$ cat config.mk
export PLATFORM = sky130hd
export DESIGN_NAME = utf8_byte_stream_decoder
export DESIGN_NICKNAME = d
export VERILOG_FILES = /design/src/hw/rtl/u8d_pkg.sv /design/src/hw/rtl/u8d_front.sv /design/src/hw/rtl/u8d_queue.sv /design/src/hw/rtl/u8d_back.sv /design/src/hw/rtl/utf8_byte_stream_decoder.sv
export SDC_FILE = /design/constraint.sdc
export NUM_CORES = 1
export LEC_CHECK = 0
export BUFFER_PORTS_ARGS = -buffer_cell sky130_fd_sc_hd__buf_2
export CAP_MARGIN = 25
export CORE_ASPECT_RATIO = 1.1
export CORE_MARGIN = 3
export CORE_UTILIZATION = 59
export DETAILED_ROUTE_END_ITERATION = 8
export GPL_TIMING_DRIVEN = 0
export MAX_ROUTING_LAYER = met4
export PLACE_DENSITY = 0.81
export REMOVE_ABC_BUFFERS = 1
export SYNTH_ARGS = -nofsm -noshare
export SYNTH_HDL_FRONTEND = slang
export SYNTH_SLANG_ARGS = --single-unit
$ cat constraint.sdc
create_clock -name clk -period 6.37 [get_ports clk]
set_clock_uncertainty 0.1 [all_clocks]
set_input_delay 0.9555 -clock clk [delete_from_list [all_inputs] [get_ports clk]]
set_output_delay 0.9555 -clock clk [all_outputs]
set_load 0.1 [all_outputs]
$ cat src/hw/rtl/u8d_pkg.sv
// shared types and constants of the utf-8 byte stream decoder
package u8d_pkg;

    localparam int Q_DEPTH = 2;
    localparam int Q_AW    = $clog2(Q_DEPTH);
    localparam int CP_W    = 21;

    typedef enum logic [2:0] {
        KIND_ASCII,
        KIND_CONT,
        KIND_LEAD2,
        KIND_LEAD3,
        KIND_LEAD4,
        KIND_BAD
    } byte_kind_t;

    typedef enum logic [1:0] {
        ST_ONGOING = 2'd0,
        ST_DONE    = 2'd1,
        ST_ERROR   = 2'd2,
        ST_PARTIAL = 2'd3
    } status_t;

    typedef struct packed {
        byte_kind_t  kind;
        logic [7:0]  data;
        logic        eos;
    } item_t;

    function automatic byte_kind_t classify(input logic [7:0] b);
        byte_kind_t k;
        if (b < 8'h80)
            k = KIND_ASCII;
        else if ((b & 8'hC0) == 8'h80)
            k = KIND_CONT;
        else if (b >= 8'hC2 && b <= 8'hDF)
            k = KIND_LEAD2;
        else if (b >= 8'hE0 && b <= 8'hEF)
            k = KIND_LEAD3;
        else if (b >= 8'hF0 && b <= 8'hF4)
            k = KIND_LEAD4;
        else
            k = KIND_BAD;
        return k;
    endfunction

endpackage

$ cat src/hw/rtl/u8d_front.sv
// front end: takes input bytes and tags each with its byte class
module u8d_front
    import u8d_pkg::*;
(
    input  logic        in_valid,
    output logic        in_ready,
    input  logic [7:0]  byte_in,
    input  logic        end_of_string,
    output logic        push,
    output item_t       push_item,
    input  logic        q_full
);

    assign in_ready       = !q_full;
    assign push           = in_valid && !q_full;
    assign push_item.kind = classify(byte_in);
    assign push_item.data = byte_in;
    assign push_item.eos  = end_of_string;

endmodule

$ cat src/hw/rtl/u8d_queue.sv
// small queue of classified bytes between front and back
module u8d_queue
    import u8d_pkg::*;
(
    input  logic   clk,
    input  logic   rst_n,
    input  logic   push,
    input  item_t  push_item,
    output logic   full,
    input  logic   pop,
    output logic   not_empty,
    output item_t  head
);

    item_t                mem [Q_DEPTH];
    logic [Q_AW-1:0]      wr_ptr_reg, wr_ptr_next;
    logic [Q_AW-1:0]      rd_ptr_reg, rd_ptr_next;
    logic [Q_AW:0]        count_reg, count_next;

    assign full      = (count_reg == (Q_AW+1)'(Q_DEPTH));
    assign not_empty = (count_reg != '0);
    assign head      = mem[rd_ptr_reg];

    always_comb
    begin
        wr_ptr_next = push ? wr_ptr_reg + 1'b1 : wr_ptr_reg;
        rd_ptr_next = pop ? rd_ptr_reg + 1'b1 : rd_ptr_reg;
        count_next  = count_reg + (Q_AW+1)'(push) - (Q_AW+1)'(pop);
    end

    always_ff @(posedge clk or negedge rst_n)
    begin
        if (!rst_n)
        begin
            wr_ptr_reg <= '0;
            rd_ptr_reg <= '0;
            count_reg  <= '0;
        end
        else
        begin
            wr_ptr_reg <= wr_ptr_next;
            rd_ptr_reg <= rd_ptr_next;
            count_reg  <= count_next;
        end
    end

    always_ff @(posedge clk)
    begin
        if (push)
            mem[wr_ptr_reg] <= push_item;
    end

    assert property (@(posedge clk) disable iff (!rst_n) !(push && full))
        else $error("push into full queue");
    assert property (@(posedge clk) disable iff (!rst_n) !(pop && !not_empty))
        else $error("pop from empty queue");
    assert property (@(posedge clk) disable iff (!rst_n)
        count_reg <= (Q_AW+1)'(Q_DEPTH))
        else $error("queue count out of range");

endmodule

$ cat src/hw/rtl/u8d_back.sv
// back end: sequence state and the registered result
module u8d_back
    import u8d_pkg::*;
(
    input  logic             clk,
    input  logic             rst_n,
    input  logic             not_empty,
    input  item_t            head,
    output logic             pop,
    output logic             out_valid,
    input  logic             out_ready,
    output logic [CP_W-1:0]  code_point,
    output logic             char_valid,
    output logic [1:0]       status
);

    logic [1:0]        pending_reg, pending_next;
    logic [CP_W-1:0]   partial_reg, partial_next;
    logic              discarding_reg, discarding_next;

    logic              out_valid_reg, out_valid_next;
    logic [CP_W-1:0]   code_point_reg, code_point_next;
    logic              char_valid_reg, char_valid_next;
    status_t           status_reg, status_next;

    logic              emit;
    logic [CP_W-1:0]   emit_cp;
    logic              emit_cv;
    status_t           emit_st;
    logic [CP_W-1:0]   shifted;

    assign pop     = not_empty && (!out_valid_reg || out_ready);
    assign shifted = {partial_reg[CP_W-7:0], head.data[5:0]};

    always_comb
    begin
        pending_next    = pending_reg;
        partial_next    = partial_reg;
        discarding_next = discarding_reg;
        emit            = 1'b0;
        emit_cp         = '0;
        emit_cv         = 1'b0;
        emit_st         = ST_ONGOING;
        if (pop)
        begin
            if (discarding_reg)
            begin
                if (head.eos)
                    discarding_next = 1'b0;
            end
            else if (pending_reg != 2'd0)
            begin
                if (head.kind == KIND_CONT)
                begin
                    if (pending_reg == 2'd1)
                    begin
                        emit         = 1'b1;
                        emit_cp      = shifted;
                        emit_cv      = 1'b1;
                        emit_st      = head.eos ? ST_DONE : ST_ONGOING;
                        pending_next = 2'd0;
                        partial_next = '0;
                    end
                    else if (head.eos)
                    begin
                        emit         = 1'b1;
                        emit_st      = ST_PARTIAL;
                        pending_next = 2'd0;
                        partial_next = '0;
                    end
                    else
                    begin
                        pending_next = pending_reg - 2'd1;
                        partial_next = shifted;
                    end
                end
                else
                begin
                    // missing continuation: zero byte counts as truncation
                    emit            = 1'b1;
                    emit_st         = (head.data == 8'h00) ? ST_PARTIAL : ST_ERROR;
                    pending_next    = 2'd0;
                    partial_next    = '0;
                    discarding_next = !head.eos;
                end
            end
            else
            begin
                unique case (head.kind)
                    KIND_ASCII:
                    begin
                        emit    = 1'b1;
                        emit_cp = CP_W'(head.data);
                        emit_cv = 1'b1;
                        emit_st = head.eos ? ST_DONE : ST_ONGOING;
                    end
                    KIND_LEAD2, KIND_LEAD3, KIND_LEAD4:
                    begin
                        if (head.eos)
                        begin
                            emit    = 1'b1;
                            emit_st = ST_PARTIAL;
                        end
                        else if (head.kind == KIND_LEAD2)
                        begin
                            pending_next = 2'd1;
                            partial_next = CP_W'(head.data & 8'h1F);
                        end
                        else if (head.kind == KIND_LEAD3)
                        begin
                            pending_next = 2'd2;
                            partial_next = CP_W'(head.data & 8'h0F);
                        end
                        else
                        begin
                            pending_next = 2'd3;
                            partial_next = CP_W'(head.data & 8'h07);
                        end
                    end
                    default:
                    begin
                        emit            = 1'b1;
                        emit_st         = ST_ERROR;
                        discarding_next = !head.eos;
                    end
                endcase
            end
        end
    end

    always_comb
    begin
        out_valid_next  = out_valid_reg;
        code_point_next = code_point_reg;
        char_valid_next = char_valid_reg;
        status_next     = status_reg;
        if (emit)
        begin
            out_valid_next  = 1'b1;
            code_point_next = emit_cp;
            char_valid_next = emit_cv;
            status_next     = emit_st;
        end
        else if (out_ready)
            out_valid_next = 1'b0;
    end

    always_ff @(posedge clk or negedge rst_n)
    begin
        if (!rst_n)
        begin
            pending_reg    <= 2'd0;
            partial_reg    <= '0;
            discarding_reg <= 1'b0;
            out_valid_reg  <= 1'b0;
        end
        else
        begin
            pending_reg    <= pending_next;
            partial_reg    <= partial_next;
            discarding_reg <= discarding_next;
            out_valid_reg  <= out_valid_next;
        end
    end

    always_ff @(posedge clk)
    begin
        code_point_reg <= code_point_next;
        char_valid_reg <= char_valid_next;
        status_reg     <= status_next;
    end

    assign out_valid  = out_valid_reg;
    assign code_point = code_point_reg;
    assign char_valid = char_valid_reg;
    assign status     = status_reg;

    assert property (@(posedge clk) disable iff (!rst_n)
        discarding_reg |-> (pending_reg == 2'd0))
        else $error("drop mode with open sequence");
    assert property (@(posedge clk) disable iff (!rst_n)
        (pending_reg == 2'd0) |-> (partial_reg == '0))
        else $error("stale partial value");
    assert property (@(posedge clk) disable iff (!rst_n)
        (out_valid_reg && char_valid_reg) |->
        (status_reg == ST_DONE || status_reg == ST_ONGOING))
        else $error("code point with failure status");
    assert property (@(posedge clk) disable iff (!rst_n)
        (out_valid_reg && !char_valid_reg) |-> (code_point_reg == '0))
        else $error("nonzero code point without char_valid");
    assert property (@(posedge clk) disable iff (!rst_n)
        (out_valid_reg && !out_ready) |=> out_valid_reg)
        else $error("result dropped while stalled");

endmodule

$ cat src/hw/rtl/utf8_byte_stream_decoder.sv
// utf-8 byte stream decoder top level
// Decodes a UTF-8 string fed one byte per transfer; end_of_string marks the
// last byte. A new byte is taken every cycle as long as the two-entry queue
// between the classifying front end and the decoding back end has room, and
// the back end retires one byte per cycle whenever its output register is free
// or being taken. Sustained rate is one byte per cycle while out_ready stays
// high; a byte is written into the queue and its result into the output
// register before the result is valid on the output. Bytes that finish no
// character and raise no status give no output transfer.
module utf8_byte_stream_decoder
    import u8d_pkg::*;
(
    input  logic              clk,
    input  logic              rst_n,
    input  logic              in_valid,
    output logic              in_ready,
    input  logic [7:0]        byte_in,
    input  logic              end_of_string,
    output logic              out_valid,
    input  logic              out_ready,
    output logic [CP_W-1:0]   code_point,
    output logic              char_valid,
    output logic [1:0]        status
);

    logic   push;
    item_t  push_item;
    logic   q_full;
    logic   pop;
    logic   not_empty;
    item_t  head;

    u8d_front u_front (
        .in_valid      (in_valid),
        .in_ready      (in_ready),
        .byte_in       (byte_in),
        .end_of_string (end_of_string),
        .push          (push),
        .push_item     (push_item),
        .q_full        (q_full)
    );

    u8d_queue u_queue (
        .clk       (clk),
        .rst_n     (rst_n),
        .push      (push),
        .push_item (push_item),
        .full      (q_full),
        .pop       (pop),
        .not_empty (not_empty),
        .head      (head)
    );

    u8d_back u_back (
        .clk        (clk),
        .rst_n      (rst_n),
        .not_empty  (not_empty),
        .head       (head),
        .pop        (pop),
        .out_valid  (out_valid),
        .out_ready  (out_ready),
        .code_point (code_point),
        .char_valid (char_valid),
        .status     (status)
    );

endmodule

== Yosys cells after proc, flatten, opt, wreduce, memory -nomap -nowiden ==
Memories as Yosys holds them, arrays and structs flattened.
Cells that the tools add are included.
Widths: inputs -> output; s select.
Storage, ports and cells
  bits in registers: 47
  RAM bits: 24
  memories: 1
Memories
  u_queue.mem: depth 2, bits a word 12, rd ports 1, clocked after Yosys merged registers in 0, write ports 1, RTL line u8d_queue.sv:15  | item_t mem [Q_DEPTH];
Cells by class
  $add $sub $neg: 5
  magnitude comparators: 7
  equal/unequal tests: 8
  multiplexer cells: 52
  bitwise logic cells: 2
  reductions and logical operators: 19
Operator list (count)
  $mux 15: 7
  $mux 21: 3
  $ge 8x8->1 const B: 3
  $le 8x8->1 const B: 3
  $mux 1: 24
  $mux 2: 11
  $mux 3: 4
  $logic_not 8->1: 1
  $lt 8x8->1 const B: 1
  $mux 8: 1
  $reduce_bool 2->1: 4
  $eq 3x2->1 const B: 2
  $logic_and 1x1->1: 5
  $eq 2x2->1 const B: 2
  $mux 4: 1
  $pmux 2 s2: 1
  $reduce_and 4->1: 1
  $reduce_or 4->1: 1
  $eq 3x1->1 const B: 1
  $eq 3x3->1 const B: 1
  $logic_not 1->1: 3
  $logic_not 3->1: 1
  $reduce_or 3->1: 1
  $add 1x1->1 const B: 2
  8 further kinds: 9

== Longest topological paths before layout ==
Gate-level depths: netlist (run 1).
An unclocked memory read counts as a cell.
  word-level depth: 8
  gate-level depth with buffers: 9

== Cells and area by module ==
From an unflattened synthesis (run 1), not the netlist that was laid out.
Second synthesis, totals
  cells, all modules: 242
  area, all modules: 3296.9 um2
By module, submodules not included
  u8d_back: instances 1, cells each 169, area an instance 2050.7 um2, seq. area each 1196.1 um2
  u8d_queue: instances 1, cells each 52, area an instance 1099.8 um2, seq. area each 820.8 um2
  u8d_front: instances 1, cells each 21, area an instance 146.4 um2, seq. area each 0.0 um2

== Least setup slack after synthesis (run 1) ==
Ideal clock, no wire load.
  kind: register -> register
  from: reg u_back.out_valid_reg (netlist: u_back.out_valid)
  to: reg u_back.char_valid_reg (netlist: u_back.char_valid), enable pin
  library setup time: 0.383 ns
  arrival: 2.051 ns
  path slack: 3.835 ns
  cell stages (with the launch flop): 4
  path buffers: 0
  period minus slack after synthesis: 2.535 ns
  path through: dfrtp_1 nor2b_1 nor3_1 and3_1
On the way
  word-level cells in the longest chain between the ends: 4
Ends and longest elaborated chain
  start: declaration: RTL line u8d_back.sv:21  | logic out_valid_reg, out_valid_next;
  start signal: assignment: RTL line u8d_back.sv:162  | out_valid_reg <= out_valid_next;
  $logic_not 1->1: RTL line u8d_back.sv:32  | assign pop = not_empty && (!out_valid_reg || out_ready);
  $logic_or 1x1->1: RTL line u8d_back.sv:32
  $logic_and 1x1->1: RTL line u8d_back.sv:32
  $mux 1: RTL line u8d_back.sv:44  | if (pop)
  net u_back.emit: RTL line u8d_back.sv:26  | logic emit;
  end signal: assignment: RTL line u8d_back.sv:169  | char_valid_reg <= char_valid_next;
  end: declaration: RTL line u8d_back.sv:23  | logic char_valid_reg, char_valid_next;
The timed path passes the listed nets, and every way through them passes these cells.
A chain may end at the register's enable or synchronous reset.

== Final worst setup path (run 1) ==
  from: reg u_queue.rd_ptr_reg
  to: reg u_back.char_valid_reg (netlist: u_back.char_valid), enable pin
On the way
  word-level cells in the longest chain between the ends: 7
  elaborated cells between the ends (all ways): 13
  those cells by class: 4 x eq/ne; 7 x mux; 1 x reduce/logical; 1 x memory
Ends and longest elaborated chain
  start: declaration: RTL line u8d_queue.sv:17  | logic [Q_AW-1:0] rd_ptr_reg, rd_ptr_next;
  start signal: assignment: RTL line u8d_queue.sv:42  | rd_ptr_reg <= rd_ptr_next;
  $mem_v2 2x12 *
  $eq 3x3->1 (tied with other cells): RTL line u8d_back.sv:89  | unique case (head.kind)
  $reduce_or 3->1 / $mux 1 (equally long branches): RTL line u8d_back.sv:89, u8d_back.sv:55
  $mux 1, on equally long branches: RTL line u8d_back.sv:89, u8d_back.sv:53
  $mux 1 *: RTL line u8d_back.sv:51  | else if (pending_reg != 2'd0)
  $mux 1 *: RTL line u8d_back.sv:46  | if (discarding_reg)
  $mux 1 *: RTL line u8d_back.sv:44
  net u_back.emit: RTL line u8d_back.sv:26
Mark *: on every way through the listed nets, which the timed path passes. The rest lies on a longest branch.

==> flow_results.xml, run 1 <==
<?xml version="1.0" encoding="UTF-8"?>
<metrics>
  <group name="route">
    <metric name="totalWireLength" unit="mm">5.26</metric>
    <metric name="detailedRoute.firstIterationViolations" unit="">122</metric>
    <metric name="detailroute.via_count" unit="">1923</metric>
    <metric name="drt_pre_antenna_iters" unit="">4</metric>
    <metric name="remaining_drc_errors" unit="">0</metric>
    <metric name="final_antenna_net_count" unit="">0</metric>
    <metric name="avgRoutedWirePerCell" unit="µm">15.3</metric>
    <metric name="detail_route.vias_per_cell" unit="">5.61</metric>
  </group>
  <group name="placement">
    <metric name="globalplace.congestion" unit="">0.798</metric>
    <metric name="port-buffer-count" unit="">38</metric>
    <metric name="dp.final_hpwl" unit="mm">3.81</metric>
  </group>
  <group name="timing">
    <metric name="finalWorstPathRequiredPeriod" unit="ps">3280</metric>
    <metric name="final.setup.tns" unit="ps">0</metric>
    <metric name="setup_violations" unit="">0</metric>
    <metric name="fmax" unit="MHz">305</metric>
    <metric name="slew_headroom" unit="%">33.6</metric>
    <metric name="min_period_over_period" unit="%">51.4</metric>
    <metric name="slew_at_the_pin_closest_to_its_max_slew_limit" unit="ps">993</metric>
    <metric name="rsz0062_at_grt" unit="">false</metric>
    <metric name="final-max-slew-violation-count" unit="">0</metric>
    <metric name="hold_viol" unit="">0</metric>
  </group>
  <group name="die">
    <metric name="top_level_i_o_count" unit="">39</metric>
    <metric name="die-area" unit="mm²">0.00614</metric>
    <metric name="floorplan_die_height" unit="µm">81.9</metric>
    <metric name="starting_density_of_the_core" unit="%">61.4</metric>
    <metric name="die-width" unit="µm">75.0</metric>
    <metric name="core_area" unit="mm²">0.00503</metric>
    <metric name="placementRows" unit="">27</metric>
  </group>
  <group name="clock_network">
    <metric name="post-cts-setup-buffers" unit="">0</metric>
    <metric name="clkSinkCount" unit="">71</metric>
    <metric name="clockRootBuffer" unit="">sky130_fd_sc_hd__clkbuf_8</metric>
    <metric name="clk_transition_reported_paths" unit="ps">60</metric>
    <metric name="cts_buffers" unit="">9</metric>
    <metric name="ctsHoldBuffers" unit="">0</metric>
    <metric name="cts.repair.resized" unit="">0</metric>
    <metric name="clock_insertion_delay_worst_skew" unit="ps">340</metric>
    <metric name="max-clock-path-buffers" unit="">2</metric>
    <metric name="cts-htree-levels" unit="">3</metric>
    <metric name="cts_tree" unit="">yes</metric>
  </group>
  <group name="layout">
    <metric name="number_of_flip_flops_under_the_largest_register_name" unit="">24</metric>
    <metric name="antennaDiodeCount" unit="">0</metric>
    <metric name="layout-drive-gt1-share" unit="%">23.9</metric>
    <metric name="final.fill_count" unit="">359</metric>
    <metric name="post-route-util" unit="%">69.8</metric>
    <metric name="final_net_count" unit="">297</metric>
    <metric name="area_delta_synth_final" unit="%">13.7</metric>
  </group>
  <group name="synth">
    <metric name="fraction_of_registers_with_async_set_reset" unit="%">32.4</metric>
    <metric name="synth-main-ff-cell" unit="">sky130_fd_sc_hd__edfxtp_1</metric>
    <metric name="yosys_warnings" unit="">0</metric>
    <metric name="synth.lib_cells_used.distinct" unit="">47</metric>
    <metric name="ys_seq_elements" unit="">71</metric>
    <metric name="synth_area" unit="mm²">0.00309</metric>
    <metric name="synth_area_per_cell" unit="µm²">13.1</metric>
    <metric name="synth-seq-area-share" unit="%">65.3</metric>
    <metric name="number_of_standard_cells_after_synthesis" unit="">236</metric>
    <metric name="number_of_enable_type_register_cells_in_the_synthesized_netlist" unit="">48</metric>
  </group>
  <group name="worst_setup_path">
    <metric name="worst-setup-path-type" unit="">flop to flop</metric>
    <metric name="required_time_of_the_critical_path" unit="ps">6320</metric>
    <metric name="setup.worst_path.end_class" unit="">flop</metric>
    <metric name="largest_fanout_of_any_net_on_the_critical_path" unit="">23</metric>
    <metric name="crit_start_category" unit="">flop</metric>
    <metric name="critical_path_arrival" unit="ps">3220</metric>
  </group>
  <group name="outcome">
    <metric name="run_status" unit="">finished, final reports clean</metric>
  </group>
  <group name="grt">
    <metric name="grt_pass1_vias" unit="">1828</metric>
    <metric name="total_congestion_overflow_after_global_routing" unit="">0</metric>
    <metric name="maximum_number_of_pins_on_one_net_before_global_route_repair" unit="">26</metric>
    <metric name="grt_util_all_layers" unit="%">20.2</metric>
    <metric name="grt_first_pass_wirelength" unit="mm">8.60</metric>
    <metric name="grt_antenna_before_repair" unit="">0</metric>
  </group>
  <group name="job">
    <metric name="max-cap-violations" unit="">0</metric>
  </group>
  <group name="min_path">
    <metric name="hold_class" unit="">flop to flop</metric>
  </group>
</metrics>
[cell usage after synthesis, types with 2 or more instances]
cell	number	area, µm²
sky130_fd_sc_hd__a21oi_1	7	35.0
sky130_fd_sc_hd__and2_1	4	25.0
sky130_fd_sc_hd__and3_1	3	18.8
sky130_fd_sc_hd__clkbuf_1	3	11.3
sky130_fd_sc_hd__dfrtp_1	23	576
sky130_fd_sc_hd__edfxtp_1	48	1440
sky130_fd_sc_hd__ha_1	4	50.1
sky130_fd_sc_hd__inv_1	19	71.3
sky130_fd_sc_hd__mux2_2	8	90.1
sky130_fd_sc_hd__mux2i_1	20	200
sky130_fd_sc_hd__nand2_1	19	71.3
sky130_fd_sc_hd__nand2b_1	2	12.5
sky130_fd_sc_hd__nor2_1	22	82.6
sky130_fd_sc_hd__nor3_1	13	65.1
sky130_fd_sc_hd__o21ai_0	3	15.0
sky130_fd_sc_hd__o2bb2ai_1	2	17.5
sky130_fd_sc_hd__o32ai_1	2	17.5
sky130_fd_sc_hd__or3_1	3	18.8
sky130_fd_sc_hd__xnor2_1	3	26.3
[cell families (layout without fill, tap and decap cells)]
group                    count (synthesis)  count (layout)  synth area share (%)
flip-flops                              71              71                  65.3
AND/OR/NAND/NOR                         75              75                  11.8
adder cells (fa/ha/maj)                  4               4                  1.62
multiplexers                            29              29                  9.76
XOR/XNOR                                 4               4                  1.13
buffers and inverters                   25              74                  3.44
AO/OA/AOI/OAI                           28              28                  7.00
[worst max-delay path: stages, from the launching register on]
cell and delay [ps]:
sky130_fd_sc_hd__dfrtp_1 920, sky130_fd_sc_hd__nor3_1 220, sky130_fd_sc_hd__o211ai_2 650, sky130_fd_sc_hd__or3_4 280
sky130_fd_sc_hd__and3_1 570, sky130_fd_sc_hd__buf_8 240
[worst paths after layout]
check	start	endpoint	slack, ps	cells after the start
setup / recovery	u_queue.rd_ptr_reg$_DFFE_PN0P_	u_back.char_valid$_SDFFCE_PP0P_	3090	5
hold / removal	u_queue.wr_ptr_reg$_DFFE_PN0P_	u_queue.wr_ptr_reg$_DFFE_PN0P_	400	1
setup reg to reg	u_queue.rd_ptr_reg$_DFFE_PN0P_	u_back.char_valid$_SDFFCE_PP0P_	3090	5
hold reg to reg	u_queue.wr_ptr_reg$_DFFE_PN0P_	u_queue.wr_ptr_reg$_DFFE_PN0P_	400	1
max in group asynchronous	rst_n	u_queue.wr_ptr_reg$_DFFE_PN0P_	5340	1
min in group asynchronous	rst_n	u_back.out_valid$_DFFE_PN0P_	480	1
[area by class of cell]
type                    instances  area [µm²]  share of cell area (%)
multi-input cells             140         967                    27.5
repair buffers                 39         205                    5.84
clock inverters                 5        50.0                    1.42
well taps                      58        72.6                    2.06
flip-flops and latches         71        2020                    57.4
clock buffers                  11         131                    3.74
inverters                      19        71.3                    2.03
[cell usage in the layout (no fill, tap or decap), types with 2 or more instances in the layout]
cell type | Yosys | layout
sky130_fd_sc_hd__buf_2 | 1 | 38
sky130_fd_sc_hd__ha_1 | 4 | 4
sky130_fd_sc_hd__clkbuf_8 | 0 | 9
sky130_fd_sc_hd__or3_1 | 3 | 3
sky130_fd_sc_hd__mux2_2 | 8 | 8
sky130_fd_sc_hd__inv_1 | 19 | 19
sky130_fd_sc_hd__mux2i_1 | 20 | 20
sky130_fd_sc_hd__nand2_1 | 19 | 19
sky130_fd_sc_hd__o2bb2ai_1 | 2 | 2
sky130_fd_sc_hd__nor3_1 | 13 | 13
sky130_fd_sc_hd__xnor2_1 | 3 | 3
sky130_fd_sc_hd__edfxtp_1 | 48 | 48
sky130_fd_sc_hd__and3_1 | 3 | 3
sky130_fd_sc_hd__o32ai_1 | 2 | 2
sky130_fd_sc_hd__clkinv_2 | 0 | 4
sky130_fd_sc_hd__and2_1 | 4 | 4
sky130_fd_sc_hd__nand2b_1 | 2 | 2
sky130_fd_sc_hd__o21ai_0 | 3 | 3
sky130_fd_sc_hd__a21oi_1 | 7 | 7
sky130_fd_sc_hd__clkbuf_1 | 3 | 2
sky130_fd_sc_hd__dfrtp_1 | 23 | 23
sky130_fd_sc_hd__nor2_1 | 22 | 22
[layer usage]
layer | share of wire, % | wire (µm) | track usage, % | up-vias
met1 | 42 | 2200 | 23.2 | 930
met4 | 1.5 | 77 | 10.1 | 0
met5 | 0 | 0 | - | -
li1 | - | - | - | 938
met2 | 52 | 2720 | 32.0 | 47
met3 | 5.0 | 262 | 6.00 | 8
[stage by stage]
stage               hold WS, ps  instances  cell area (µm²)  setup WS, ps
floorplan                   360        230             3060          3510
global placement            377        326             3320          2980
detailed placement          389        326             3320          2870
CTS                         401        342             3500          2850
global route                430        343             3510          2900
finish                      400        343             3510          3090
Power of run 1 is not shown: default switching activity piles up to over one toggle a cycle in this logic, so the estimate is an artifact.
==> run 2, diff against run 1 <==
Settings changed: CORE_UTILIZATION 59 to 51, PLACE_DENSITY 0.81 to 0.74.
Clock period 6.37 ns to 3.01 ns, I/O delays scaled along.
==> run 2 against run 1 <==
Against the previous run:
- setup slack worse by 2900 ps
- utilization down 7.8 points
- global-route usage down 1.8 points
- hold slack worse by 200 ps
- non-clock buffer count up 1
- routed wire length up 1.9%
- clock-buffer cell count up 3
==> flow_results.xml, run 2 (synthesis gave the netlist of run 1 again) <==
<?xml version="1.0" encoding="UTF-8"?>
<metrics>
  <group name="clock_network">
    <metric name="cts-htree-levels" unit="">3</metric>
    <metric name="clk_transition_reported_paths" unit="ps">60</metric>
    <metric name="max-clock-path-buffers" unit="">2</metric>
    <metric name="cts_tree" unit="">yes</metric>
    <metric name="post-cts-setup-buffers" unit="">0</metric>
    <metric name="clock_insertion_delay_worst_skew" unit="ps">350</metric>
    <metric name="cts_buffers" unit="">9</metric>
    <metric name="clkSinkCount" unit="">71</metric>
    <metric name="clockRootBuffer" unit="">sky130_fd_sc_hd__clkbuf_8</metric>
  </group>
  <group name="worst_setup_path">
    <metric name="critical_path_buf_inv_count" unit="">0</metric>
    <metric name="crit_path_cell_trace" unit="">nor3_1 &gt; o211ai_4 &gt; or3_4 &gt; and3_2 &gt; or2_1</metric>
    <metric name="timing.rr.start" unit="">u_queue.rd_ptr_reg$_DFFE_PN0P_</metric>
    <metric name="crit_path_max_incr_delay" unit="ps">600</metric>
    <metric name="timing.rr.end" unit="">u_back.out_valid$_DFFE_PN0P_</metric>
    <metric name="crit_start_category" unit="">flop</metric>
    <metric name="worst-setup-path-type" unit="">flop to flop</metric>
    <metric name="critPathSlowestCell" unit="">sky130_fd_sc_hd__dfrtp_2</metric>
    <metric name="largest_fanout_of_any_net_on_the_critical_path" unit="">25</metric>
    <metric name="setup.worst_path.end_class" unit="">flop</metric>
    <metric name="timing.critical_path.depth" unit="">5</metric>
    <metric name="required_time_of_the_critical_path" unit="ps">3140</metric>
    <metric name="critical_path_arrival" unit="ps">2920</metric>
    <metric name="path_delay_family" unit="">simple AND/OR/NAND/NOR gates</metric>
    <metric name="r2r_slack" unit="ps">220</metric>
    <metric name="r2r.worst_path.cells" unit="">5</metric>
  </group>
  <group name="layout">
    <metric name="final_net_count" unit="">298</metric>
    <metric name="area_delta_synth_final" unit="%">16.5</metric>
    <metric name="layout-drive-gt1-share" unit="%">24.8</metric>
    <metric name="layout_commonest_cell" unit="">sky130_fd_sc_hd__edfxtp_1</metric>
    <metric name="antennaDiodeCount" unit="">0</metric>
    <metric name="number_of_flip_flops_under_the_largest_register_name" unit="">24</metric>
    <metric name="mostFrequentLayoutCells" unit="">sky130_fd_sc_hd__edfxtp_1, sky130_fd_sc_hd__buf_2, sky130_fd_sc_hd__nor2_1, sky130_fd_sc_hd__dfrtp_1, sky130_fd_sc_hd__mux2i_1</metric>
  </group>
  <group name="timing">
    <metric name="slew_headroom" unit="%">49.5</metric>
    <metric name="hold_ws" unit="ps">195</metric>
    <metric name="final.setup.tns" unit="ps">0</metric>
    <metric name="hold_viol" unit="">0</metric>
    <metric name="min_period_over_period" unit="%">92.7</metric>
    <metric name="fmax" unit="MHz">359</metric>
    <metric name="finalWorstPathRequiredPeriod" unit="ps">2790</metric>
    <metric name="final.setup.worst_slack" unit="ps">221</metric>
    <metric name="rsz0062_at_grt" unit="">false</metric>
    <metric name="final-max-slew-violation-count" unit="">0</metric>
    <metric name="setup_violations" unit="">0</metric>
    <metric name="slew_at_the_pin_closest_to_its_max_slew_limit" unit="ps">738</metric>
  </group>
  <group name="grt">
    <metric name="grt_antenna_before_repair" unit="">0</metric>
    <metric name="total_congestion_overflow_after_global_routing" unit="">0</metric>
    <metric name="grt_first_pass_wirelength" unit="mm">9.18</metric>
    <metric name="grt_util_all_layers" unit="%">18.4</metric>
    <metric name="grt_pass1_vias" unit="">1915</metric>
    <metric name="maximum_number_of_pins_on_one_net_before_global_route_repair" unit="">26</metric>
  </group>
  <group name="die">
    <metric name="placementRows" unit="">29</metric>
    <metric name="die-width" unit="µm">80.2</metric>
    <metric name="top_level_i_o_count" unit="">39</metric>
    <metric name="die-area" unit="mm²">0.00703</metric>
    <metric name="floorplan_die_height" unit="µm">87.6</metric>
    <metric name="starting_density_of_the_core" unit="%">53.2</metric>
    <metric name="core_area" unit="mm²">0.00581</metric>
  </group>
  <group name="route">
    <metric name="detailroute.via_count" unit="">1932</metric>
    <metric name="avgRoutedWirePerCell" unit="µm">14.8</metric>
    <metric name="detailedRoute.firstIterationViolations" unit="">104</metric>
    <metric name="drt_pre_antenna_iters" unit="">4</metric>
    <metric name="detail_route.vias_per_cell" unit="">5.32</metric>
    <metric name="remaining_drc_errors" unit="">0</metric>
    <metric name="final_antenna_net_count" unit="">0</metric>
    <metric name="totalWireLength" unit="mm">5.36</metric>
  </group>
  <group name="placement">
    <metric name="place_worst_setup_slack" unit="ps">-546</metric>
    <metric name="globalplace.congestion" unit="">0.766</metric>
    <metric name="port-buffer-count" unit="">38</metric>
    <metric name="dp.final_hpwl" unit="mm">3.73</metric>
  </group>
  <group name="min_path">
    <metric name="worst_hold_startpoint" unit="">end_of_string</metric>
    <metric name="hold_class" unit="">input port to flop</metric>
    <metric name="hold_path_depth" unit="">1</metric>
    <metric name="worstHoldEndpoint" unit="">u_queue.mem[1][0]$_DFFE_PP_</metric>
  </group>
  <group name="job">
    <metric name="max-cap-violations" unit="">0</metric>
  </group>
  <group name="outcome">
    <metric name="run_status" unit="">finished, final reports clean</metric>
  </group>
</metrics>
## run 2: per-layer routing
metal  wire length (µm)  part of all wire, %  global-route usage [%]  vias up
li1                   -                    -                       -      936
met1               2330                   43                    21.8      941
met2               2640                   49                    28.4       42
met3                244                  4.6                    4.73       13
met4                146                  2.7                    10.9        0
met5                  0                    0                       -        -
## run 2: per-stage QoR
step / instances / util, % / cell area, µm²
floorplan: 230 / - / 3060
global placement: 345 / 57.6 / 3340
detailed placement: 345 / 57.6 / 3340
CTS: 362 / 61.7 / 3580
global route: 363 / 62.0 / 3600
finish: 363 / 62.0 / 3600
## run 2: area by class of cell
class | count | area, µm²
Clock buffer | 14 | 194
Clock inverter | 2 | 35.0
Fill cell | 465 | 2210
Inverter | 19 | 71.3
Multi-Input combinational cell | 140 | 977
Sequential cell | 71 | 2020
Tap cell | 77 | 96.3
Timing Repair Buffer | 40 | 208
## run 2: what timing repair did
item                                    4_1_cts  5_1_grt
endpoints found under the setup margin       25       25
resized for setup                             2        1
hold buffers                                  1        0
pin swaps                                     0        0
endpoints found under the hold margin        18        0
## run 2: how the worst max path moves through the flow
| stage | startpoint | slack [ps] | endpoint |
|---|---|---|---|
| after floorplan | u_queue.rd_ptr_reg$_DFFE_PN0P_ | 150 | u_back.char_valid$_SDFFCE_PP0P_ |
| final | u_queue.rd_ptr_reg$_DFFE_PN0P_ | 220 | u_back.out_valid$_DFFE_PN0P_ |
| after detailed placement | u_queue.rd_ptr_reg$_DFFE_PN0P_ | -550 | u_back.code_point[11]$_SDFFCE_PP0P_ |
| after CTS | u_queue.rd_ptr_reg$_DFFE_PN0P_ | 130 | u_back.out_valid$_DFFE_PN0P_ |
| after global placement | u_queue.rd_ptr_reg$_DFFE_PN0P_ | -460 | u_back.code_point[11]$_SDFFCE_PP0P_ |
| after global routing | u_queue.rd_ptr_reg$_DFFE_PN0P_ | 70 | u_back.out_valid$_DFFE_PN0P_ |
Power of run 2 is left out for the same reason.
